## src/sv/lbo_pkg.sv

```systemverilog
// ----------------------------------------------------------------------------
// lbo_pkg
// Shared types and constants for the LED blink / one-shot controller.
// ----------------------------------------------------------------------------
package lbo_pkg;

   localparam int NUM_LEDS  = 3;
   localparam int TIME_W    = 32;
   localparam int CFG_W     = 16;
   localparam int CMD_W     = 2;
   localparam int IDX_W     = 2;
   localparam int LEVELS_W  = 3;
   localparam int DATA_W    = 32;
   localparam int ADDR_W    = 3;

   localparam logic [CMD_W-1:0] CMD_TICK  = 2'd0;
   localparam logic [CMD_W-1:0] CMD_ON    = 2'd1;
   localparam logic [CMD_W-1:0] CMD_OFF   = 2'd2;
   localparam logic [CMD_W-1:0] CMD_BLINK = 2'd3;

   localparam logic REG_PULSE_LENGTH   = 1'b0;
   localparam logic REG_BLINK_INTERVAL = 1'b1;

   localparam logic [CFG_W-1:0] PULSE_LENGTH_RST   = 16'd50;
   localparam logic [CFG_W-1:0] BLINK_INTERVAL_RST = 16'd250;

   typedef struct packed {
      logic [CMD_W-1:0] cmd;
      logic [IDX_W-1:0] led_index;
      logic             oneshot;
   } item_type;

   typedef struct packed {
      logic [CFG_W-1:0] pulse_length;
      logic [CFG_W-1:0] blink_interval;
   } cfg_type;

endpackage

```

## src/sv/lbo_csr.sv

```systemverilog
// ----------------------------------------------------------------------------
// lbo_csr
// Configuration registers: pulse length and blink interval, APB-style access.
// ----------------------------------------------------------------------------
module lbo_csr
   import lbo_pkg::*;
(
   input  logic              clock,
   input  logic              reset,
   input  logic              csr_psel,
   input  logic              csr_penable,
   input  logic              csr_pwrite,
   input  logic [ADDR_W-1:0] csr_paddr,
   input  logic [DATA_W-1:0] csr_pwdata,
   output logic [DATA_W-1:0] csr_prdata,
   output logic              csr_pready,
   output cfg_type           cfg
);

   logic [CFG_W-1:0] pulse_length_ff;
   logic [CFG_W-1:0] pulse_length_in;
   logic [CFG_W-1:0] blink_interval_ff;
   logic [CFG_W-1:0] blink_interval_in;
   logic             wr_en;

   assign csr_pready = 1'b1;
   assign wr_en      = csr_psel & csr_penable & csr_pwrite;

   always_comb begin
      pulse_length_in   = pulse_length_ff;
      blink_interval_in = blink_interval_ff;
      if (wr_en) begin
         unique case (csr_paddr[2])
            REG_PULSE_LENGTH:   pulse_length_in   = csr_pwdata[CFG_W-1:0];
            REG_BLINK_INTERVAL: blink_interval_in = csr_pwdata[CFG_W-1:0];
            default: ;
         endcase
      end
   end

   always_ff @(posedge clock) begin
      if (reset) begin
         pulse_length_ff   <= PULSE_LENGTH_RST;
         blink_interval_ff <= BLINK_INTERVAL_RST;
      end else begin
         pulse_length_ff   <= pulse_length_in;
         blink_interval_ff <= blink_interval_in;
      end
   end

   always_comb begin
      unique case (csr_paddr[2])
         REG_PULSE_LENGTH:   csr_prdata = DATA_W'(pulse_length_ff);
         REG_BLINK_INTERVAL: csr_prdata = DATA_W'(blink_interval_ff);
         default:            csr_prdata = '0;
      endcase
   end

   assign cfg.pulse_length   = pulse_length_ff;
   assign cfg.blink_interval = blink_interval_ff;

endmodule

```

## src/sv/lbo_core.sv

```systemverilog
// ----------------------------------------------------------------------------
// lbo_core
// LED state: time counter, blink phase, per-LED blink flag, deadline, level.
// Applies one command per fire and presents the updated level vector.
// ----------------------------------------------------------------------------
module lbo_core
   import lbo_pkg::*;
(
   input  logic                clock,
   input  logic                reset,
   input  logic                fire,
   input  item_type            item,
   input  cfg_type             cfg,
   output logic [LEVELS_W-1:0] levels
);

   logic [TIME_W-1:0]   time_ff;
   logic [TIME_W-1:0]   time_in;
   logic [TIME_W-1:0]   last_ff;
   logic [TIME_W-1:0]   last_in;
   logic                phase_ff;
   logic                phase_in;
   logic [NUM_LEDS-1:0] en_ff;
   logic [NUM_LEDS-1:0] en_in;
   logic [NUM_LEDS-1:0] lvl_ff;
   logic [NUM_LEDS-1:0] lvl_in;
   logic [TIME_W-1:0]   dl_ff [NUM_LEDS];
   logic [TIME_W-1:0]   dl_in [NUM_LEDS];
   logic [TIME_W-1:0]   deadline;
   logic [TIME_W-1:0]   toggle_at;

   assign deadline  = time_ff + TIME_W'(cfg.pulse_length);
   assign toggle_at = last_ff + TIME_W'(cfg.blink_interval);

   always_comb begin
      time_in  = time_ff;
      last_in  = last_ff;
      phase_in = phase_ff;
      en_in    = en_ff;
      lvl_in   = lvl_ff;
      dl_in    = dl_ff;
      if (fire) begin
         if (item.cmd == CMD_TICK) begin
            time_in = time_ff + TIME_W'(1);
            for (int i = 0; i < NUM_LEDS; i++) begin
               if (en_ff[i] && (dl_ff[i] != '0) && (dl_ff[i] < time_in)) begin
                  lvl_in[i] = 1'b0;
                  dl_in[i]  = '0;
                  en_in[i]  = 1'b0;
               end
            end
            if (time_in > toggle_at) begin
               phase_in = ~phase_ff;
               last_in  = time_in;
               for (int i = 0; i < NUM_LEDS; i++) begin
                  if (en_in[i] && (dl_in[i] == '0)) begin
                     lvl_in[i] = phase_in;
                  end
               end
            end
         end else begin
            for (int i = 0; i < NUM_LEDS; i++) begin
               if (32'(item.led_index) == i) begin
                  case (item.cmd)
                     CMD_ON: begin
                        en_in[i]  = 1'b0;
                        lvl_in[i] = 1'b1;
                     end
                     CMD_OFF: begin
                        en_in[i]  = 1'b0;
                        lvl_in[i] = 1'b0;
                     end
                     CMD_BLINK: begin
                        en_in[i] = 1'b1;
                        if (item.oneshot) begin
                           dl_in[i]  = deadline;
                           lvl_in[i] = 1'b1;
                        end
                     end
                     default: ;
                  endcase
               end
            end
         end
      end
   end

   always_ff @(posedge clock) begin
      if (reset) begin
         time_ff  <= '0;
         last_ff  <= '0;
         phase_ff <= 1'b0;
         en_ff    <= '0;
         lvl_ff   <= '0;
         for (int i = 0; i < NUM_LEDS; i++) begin
            dl_ff[i] <= '0;
         end
      end else begin
         time_ff  <= time_in;
         last_ff  <= last_in;
         phase_ff <= phase_in;
         en_ff    <= en_in;
         lvl_ff   <= lvl_in;
         dl_ff    <= dl_in;
      end
   end

   assign levels = LEVELS_W'(lvl_in);

endmodule

```

## src/sv/led_blink_oneshot_controller_unit.sv

```systemverilog
// ----------------------------------------------------------------------------
// led_blink_oneshot_controller_unit
// Command-driven LED controller with shared blink phase and one-shot pulses.
//
//   channel  direction  word                          handshake
//   req      in         cmd, led_index, oneshot       req_valid / req_stall
//   rsp      out        led_levels                    rsp_valid / rsp_stall
//   csr      in/out     pulse_length, blink_interval  APB-style, pready high
//
// One word is accepted per cycle while req_stall is low; its result passes
// through the input register, then the result register through the state update.
// Reset clears the input and result stages and all LED state, and loads
// pulse_length 50 and blink_interval 250.
// A stalled result holds; the input register keeps taking words until it
// is full behind that result, then req_stall rises.
// ----------------------------------------------------------------------------
module led_blink_oneshot_controller_unit
   import lbo_pkg::*;
(
   input  logic                clock,
   input  logic                reset,
   input  logic                req_valid,
   output logic                req_stall,
   input  logic [CMD_W-1:0]    req_cmd,
   input  logic [IDX_W-1:0]    req_led_index,
   input  logic                req_oneshot,
   output logic                rsp_valid,
   input  logic                rsp_stall,
   output logic [LEVELS_W-1:0] rsp_led_levels,
   input  logic                csr_psel,
   input  logic                csr_penable,
   input  logic                csr_pwrite,
   input  logic [ADDR_W-1:0]   csr_paddr,
   input  logic [DATA_W-1:0]   csr_pwdata,
   output logic [DATA_W-1:0]   csr_prdata,
   output logic                csr_pready
);

   cfg_type             cfg;
   item_type            item_ff;
   logic                in_valid_ff;
   logic                in_valid_in;
   logic                rsp_valid_ff;
   logic                rsp_valid_in;
   logic [LEVELS_W-1:0] result_ff;
   logic [LEVELS_W-1:0] levels;
   logic                advance;
   logic                take;

   lbo_csr u_csr (
      .clock       (clock),
      .reset       (reset),
      .csr_psel    (csr_psel),
      .csr_penable (csr_penable),
      .csr_pwrite  (csr_pwrite),
      .csr_paddr   (csr_paddr),
      .csr_pwdata  (csr_pwdata),
      .csr_prdata  (csr_prdata),
      .csr_pready  (csr_pready),
      .cfg         (cfg)
   );

   lbo_core u_core (
      .clock  (clock),
      .reset  (reset),
      .fire   (advance),
      .item   (item_ff),
      .cfg    (cfg),
      .levels (levels)
   );

   assign advance      = in_valid_ff & (~rsp_valid_ff | ~rsp_stall);
   assign req_stall    = in_valid_ff & ~advance;
   assign take         = req_valid & ~req_stall;
   assign in_valid_in  = take | (in_valid_ff & ~advance);
   assign rsp_valid_in = advance | (rsp_valid_ff & rsp_stall);

   always_ff @(posedge clock) begin
      if (reset) begin
         in_valid_ff  <= 1'b0;
         rsp_valid_ff <= 1'b0;
      end else begin
         in_valid_ff  <= in_valid_in;
         rsp_valid_ff <= rsp_valid_in;
      end
   end

   always_ff @(posedge clock) begin
      if (take) begin
         item_ff.cmd       <= req_cmd;
         item_ff.led_index <= req_led_index;
         item_ff.oneshot   <= req_oneshot;
      end
      if (advance) begin
         result_ff <= levels;
      end
   end

   assign rsp_valid      = rsp_valid_ff;
   assign rsp_led_levels = result_ff;

endmodule

```

## config.mk

```make
export PLATFORM = sky130hd
export DESIGN_NAME = led_blink_oneshot_controller_unit
export DESIGN_NICKNAME = d
export VERILOG_FILES = /design/src/sv/lbo_pkg.sv /design/src/sv/lbo_csr.sv /design/src/sv/lbo_core.sv /design/src/sv/led_blink_oneshot_controller_unit.sv
export SDC_FILE = /design/constraint.sdc
export NUM_CORES = 1
export LEC_CHECK = 0
export CAP_MARGIN = 20
export CORE_AREA = 2 2 188 190
export DETAILED_ROUTE_END_ITERATION = 12
export DIE_AREA = 0 0 190 192
export DONT_BUFFER_PORTS = 1
export GPL_TIMING_DRIVEN = 0
export PLACE_DENSITY = 0.66
export SLEW_MARGIN = 5
export SYNTH_ARGS = -nofsm -noshare
export SYNTH_HDL_FRONTEND = slang
export SYNTH_HIERARCHICAL = 1
export SYNTH_SLANG_ARGS = --single-unit
```

## constraint.sdc

```tcl
create_clock -name clock -period 4.3 [get_ports clock]
set_input_delay 0.215 -clock clock [delete_from_list [all_inputs] [get_ports clock]]
set_output_delay 0.215 -clock clock [all_outputs]
set_load 0.005 [all_outputs]
```

Yosys cells after proc, flatten, opt, wreduce, memory -nomap -nowiden
Index checks and enable logic that the tools add are counted.

cells by class
  $add $sub $neg = 3
  $lt $le $gt $ge = 4
  eq/ne operators = 5
  muxes and demuxes = 48
  bitwise logic cells = 15
  reductions and logical operators = 34

operators with widths
  operator                 number
  $mux W32                 14
  $logic_not A32 Y1        3
  $lt A32 B32 Y1           3
  $mux W96                 1
  $reduce_bool A32 Y1      3
  $add A32 B16 Y32         2
  $pmux W32 S2             1
  $add A32 B1 Y32 const B  1
  $gt A32 B32 Y1           1
  $mux W1                  24
  $mux W3                  4
  $reduce_and A3 Y1        4
  $reduce_and A4 Y1        3
  $reduce_bool A2 Y1       5
  $logic_and A1 B1 Y1      9
  $pmux W1 S3              3
  $and A1 B1 Y1            6
  $eq A2 B2 Y1 const B     3
  $not A1 Y1               6
  $reduce_and A2 Y1        3
  $eq A2 B1 Y1 const B     2
  $logic_not A2 Y1         2
  $or A1 B1 Y1             3
  $reduce_bool A3 Y1       1
  2 further kinds          2

storage, ports and cells
  register bits = 209
  output and inout port bits = 38
  word-level logic and storage cells = 127

Longest topological paths before layout
  word-level depth = 12
  mapped depth = 22
  depth with buffers taken out = 21

Modules after synthesis
Netlist, hierarchy kept.

modules (own cells, without submodules)
  module                             times used  cells an instance  area each (sq um)
  lbo_core                           1           1361               11619.9
  lbo_csr                            1           163                1676.6
  led_blink_oneshot_controller_unit  1           18                 326.6

Worst setup path after synthesis
No wires, ideal clock.

  path type = register to register
  start = register u_core.time_ff[7]
  end = register u_core.last_ff[10]
  setup time = 0.128 ns
  arrival = 4.463 ns
  slack = -0.291 ns
  stages on the path, launching flop included = 21
  path buffers = 3
  cell sequence = dfxtp_1 -> buf_2 -> nand4_1 -> or3_1 -> clkbuf_1 -> nor2_1 -> and3_1 -> nand4_1 -> nand2b_1 -> xor2_1 -> inv_1 -> ha_1 -> nand4_1 -> nor4_1 -> and3_1 -> a221oi_1 -> a21boi_0 -> o2111ai_1 -> buf_2 -> mux2i_1 -> nor2_1

on the way
  word-level cells in the longest chain between the ends = 3

ends and longest elaborated chain
  item                                line             RTL
  start: declaration                  lbo_core.sv:17   logic [TIME_W-1:0] time_ff;
  start signal: assignment            lbo_core.sv:99   time_ff <= time_in;
  $add A32 B1 Y32 *                   lbo_core.sv:44   time_in = time_ff + TIME_W'(1);
  $gt A32 B32 Y1                      lbo_core.sv:52   if (time_in > toggle_at) begin
  $reduce_and A3 Y1 (no source line)  -
  end signal: assignment              lbo_core.sv:100  last_ff <= last_in;
  end: declaration                    lbo_core.sv:19   logic [TIME_W-1:0] last_ff;

Mark *: on every way between the ends. The rest lies on a longest branch, timed or not.
A chain may end at the register's enable or synchronous reset.

Worst setup path in the final report
  start = register u_csr.blink_interval_ff[0]
  end = register u_core.lvl_ff[1]

on the way
  word-level cells in the longest chain between the ends = 5

ends and longest elaborated chain
  item                      line             RTL
  start: declaration        lbo_csr.sv:22    logic [CFG_W-1:0] blink_interval_ff;
  start signal: assignment  lbo_csr.sv:47    blink_interval_ff <= blink_interval_in;
  $add A32 B16 Y32          lbo_core.sv:33   assign toggle_at = last_ff + TIME_W'(cfg.blink_interval);
  $gt A32 B32 Y1            lbo_core.sv:52
  $mux W3                   lbo_core.sv:52
  $mux W3                   lbo_core.sv:43   if (item.cmd == CMD_TICK) begin
  $mux W3                   lbo_core.sv:42   if (fire) begin
  end signal: assignment    lbo_core.sv:103  lvl_ff <= lvl_in;
  end: declaration          lbo_core.sv:25   logic [NUM_LEDS-1:0] lvl_ff;

No other way between the ends.

==> results.json <==
{
  "status": "complete, but fails checks",
  "violations": "negative setup slack",
  "clkSlewWorstSetupHoldPaths_ns": 0.06,
  "place_area_um2": 14300,
  "fmax_mhz": 214,
  "synth_ff_type": "sky130_fd_sc_hd__dfxtp_1",
  "remaining_drc_errors": 0,
  "initial_core_util_pct": 39.7,
  "cell_internal_pwr_mw": 3.51,
  "final-setup-viol-count": 74,
  "synthesis.yosys.warnings": 6,
  "unrepaired_setup_endpoints_after_global_routing": "true",
  "synth.cells.most_frequent": "sky130_fd_sc_hd__dfxtp_1 (201), sky130_fd_sc_hd__nor2_1 (157), sky130_fd_sc_hd__ha_1 (154)",
  "synthDistinctLibCells": 76,
  "cp-end-kind": "flip-flop",
  "critical_path_peak_fanout": 6,
  "area.sequential_um2": 4320,
  "synth_area_per_cell_um2": 8.83,
  "total_clock_buffers_created_by_cts": 25,
  "drt-pass1-iter-count": 5,
  "crit_required_ns": 4.76,
  "timing.slew.headroom_pct": 17.6,
  "swShare_pct": 23.5,
  "htreeDepth": 1,
  "power.leakage_nw": 7.42,
  "worst_slew_pin_slew_ns": 1.23,
  "antenna_found_initial": 0,
  "dp_hpwl_mm": 31.2,
  "synth_seq_cells": 209,
  "worstPathArrival_ns": 5.13,
  "diodes": 0,
  "fin_setup_tns_ns": -11.75,
  "final_critical_path_setup_slack_ns": -0.375,
  "top_cells_by_area_in_the_synthesized_netlist": "sky130_fd_sc_hd__dfxtp_1 (30%), sky130_fd_sc_hd__ha_1 (14%), sky130_fd_sc_hd__mux2i_1 (4.7%)",
  "max-vdd-ir-drop_uv": 291,
  "drive_gt1_share_pct": 22.2,
  "min_to": "item_ff[2]",
  "setup.worst_path.class": "flip-flop to flip-flop",
  "cell_chain_critical_path": "ha_4 > inv_2 > fa_2 > nand2b_4 > a21oi_4 > o21ai_4 > a31oi_4 > a41oi_2 > nor2_2 > nand3_4 > nor2_2 > xnor2_1 > ha_1 > nand4_1 > nor4_4 > and3_1 > a221oi_2 > o211ai_1 > o211ai_1 > buf_4 > or4b_4 > a31oi_1",
  "critical-path-max-stage-delay_ns": 0.53,
  "cts_tree": "done",
  "vias_in_the_first_global_route": 12000,
  "die_w_um": 190,
  "crit-reg2reg-launch": "u_csr/blink_interval_ff[0]",
  "routabilityCongestion": 0.919,
  "antenna_left": 0,
  "maximum_number_of_pins_on_one_net_before_global_route_repair": 14,
  "drt-initial-drc-count": 962,
  "number_of_sinks_handled_by_clock_tree_synthesis": 209,
  "clockRootBuffer": "sky130_fd_sc_hd__clkbuf_16",
  "finalMaxSlewViolations": 0,
  "cts_max_path_buffers": 3,
  "cp-start-kind": "flip-flop",
  "overflow_after_grt": 0,
  "finalCriticalPeriod_ns": 4.67,
  "routed_wire_length_per_instance_um": 20.2,
  "rows": 68,
  "synthDominantCellAreaShare_pct": 29.5,
  "r2r_end": "u_core/lvl_ff[1]",
  "die-height_um": 192,
  "combined_area_of_the_multi_input_logic_cells_um2": 9980,
  "hp-class": "input port to flip-flop",
  "cellPowerDensity_nw_per_um2": 261,
  "port_buffers": 0,
  "grtUsageTotal_pct": 22.8,
  "hold_start": "req_valid",
  "yosys.cell_count.top_type": "sky130_fd_sc_hd__dfxtp_1",
  "core_area_um2": 34300,
  "worst_skew_pair.late_latency_ns": 0.53,
  "grt_pass1_wl_mm": 65.5,
  "crit_path_max_delay_cell_type": "sky130_fd_sc_hd__or4b_4",
  "die_area_um2": 36500,
  "power.switching_mw": 1.08,
  "layout.filler_cells": 2980,
  "worst-r2r-setup-slack_ns": -0.37,
  "max-cap-violations": 0,
  "min_period_over_period_pct": 109,
  "num_io_pins": 85,
  "drt-total-wl_mm": 43.6,
  "dr_total_vias": 12400,
  "comb_power_share_pct": 7.7,
  "synth.yosys.seq_area_share_pct": 31.3,
  "synth_area_um2": 13600,
  "drt-vias-per-instance": 5.76,
  "nets": 1889,
  "worst_clock_skew_ns": 0.0169,
  "r2r.worst_path.cells": 22,
  "share_clk_of_total_power_pct": 49.1,
  "number_of_flops_mapped_to_enable_cells_by_yosys": 8,
  "synth_cells": 1542,
  "seq_power_share_pct": 43.2,
  "whs_path_cells": 2,
  "async_set_or_reset_flop_fraction_in_the_synthesized_netlist_pct": 0,
  "finalInstanceArea_um2": 17500,
  "final_hold_viol_count": 0,
  "cell_accounting_for_the_most_synthesized_area": "sky130_fd_sc_hd__dfxtp_1",
  "area_growth_pct": 28.8
}
[power groups by stage]
stage	Sequential (mW)	Combinational, mW	Clock, mW
after detailed placement	2.03	0.252	0
after global placement	2.03	0.250	0
after global routing	1.98	0.375	2.35
after CTS	1.98	0.314	2.29
final	1.98	0.354	2.25
after floorplan	2.02	0.182	0
[layout by cell type (no fill, tap or decap), types with 41 or more instances in the layout]
cell type / n
sky130_fd_sc_hd__inv_1: 54
sky130_fd_sc_hd__mux2i_1: 63
sky130_fd_sc_hd__a21oi_1: 75
sky130_fd_sc_hd__nand2_1: 76
sky130_fd_sc_hd__nand2b_1: 49
sky130_fd_sc_hd__xnor2_1: 41
sky130_fd_sc_hd__buf_4: 80
sky130_fd_sc_hd__xor2_1: 46
sky130_fd_sc_hd__ha_1: 136
sky130_fd_sc_hd__nand4_1: 41
sky130_fd_sc_hd__dfxtp_1: 179
sky130_fd_sc_hd__o21ai_0: 48
sky130_fd_sc_hd__nor2_1: 143
[cells by family after synthesis]
kind of cell / share of synthesized area [%]
flip-flops: 31.3
adder cells (fa/ha/maj): 14.6
buffers and inverters: 4.73
XOR/XNOR: 7.15
other: 0.0551
AND/OR/NAND/NOR: 18.9
AO/OA/AOI/OAI: 17.3
multiplexers: 6.02
[what timing repair did]
item	CTS	global route
hold endpoints to repair	39	0
setup buffers	41	34
setup endpoints to repair	138	137
pin swaps	44	77
gates cloned	6	2
gates resized for setup	164	131
hold buffers	28	0
[through the flow]
stage | cells | total power [mW] | hold WS [ns] | worst slack, ns | utilization, %
after floorplan | 1557 | 2.20 | 0.277 | 0.00296 | -
after global placement | 2012 | 2.28 | 0.282 | -1.34 | 41.8
after detailed placement | 2013 | 2.28 | 0.280 | -1.34 | 41.8
after CTS | 2127 | 4.58 | 0.0426 | -0.257 | 48.6
after global routing | 2157 | 4.71 | 0.0708 | -0.541 | 51.2
final | 2157 | 4.58 | 0.0600 | -0.375 | 51.2
[cell type report]
type                    count  share of cell area [%]
repair buffers            112                    6.17
clock inverters            12                    1.13
plain buffers              68                    2.75
flip-flops and latches    209                    24.6
multi-input cells        1207                    56.9
clock buffers              31                    3.81
well taps                 455                    3.24
inverters                  63                    1.39
[critical path, delay by kind of cell (launching register included)]
| kind | cells | cell delay (ns) |
|---|---|---|
| buffers and inverters | 2 | 0.24 |
| AO/OA/AOI/OAI | 8 | 1.16 |
| AND/OR/NAND/NOR | 8 | 1.98 |
| XOR/XNOR | 1 | 0.08 |
| flip-flops | 1 | 0.38 |
| adder cells (fa/ha/maj) | 3 | 0.76 |
[how the worst max path moves through the flow]
stage                     cells past startpoint  slack [ns]                        from                end
after floorplan                              21       0.003           u_core/last_ff[0]  rsp_led_levels[1]
after global placement                       20       -1.34           u_core/time_ff[0]   u_core/dl_ff[67]
after detailed placement                     18       -1.34           u_core/time_ff[0]  rsp_led_levels[0]
after CTS                                    22       -0.26  u_csr/blink_interval_ff[0]  rsp_led_levels[2]
after global routing                         22       -0.54  u_csr/blink_interval_ff[0]   u_core/lvl_ff[1]
final                                        22       -0.37  u_csr/blink_interval_ff[0]   u_core/lvl_ff[1]
[flip-flops by register name, indices dropped and copies added, names as in the netlist]
name / cells
u_core/en_ff: 3
u_core/time_ff: 32
u_core/lvl_ff: 3
item_ff: 5
u_csr/blink_interval_ff: 16
u_core/last_ff: 32
u_core/dl_ff: 96
u_core/phase_ff: 1
in_valid_ff: 1
rsp_valid: 1
u_csr/pulse_length_ff: 16
rsp_led_levels: 3
[metal layers]
metal  share of wire [%]  GRT usage (%)
met4                 3.7           9.06
met5                   0              0
met1                  43           29.3
met3                 5.9           2.98
met2                  48           38.7
Note: power is estimated with default switching activity, not from simulation.
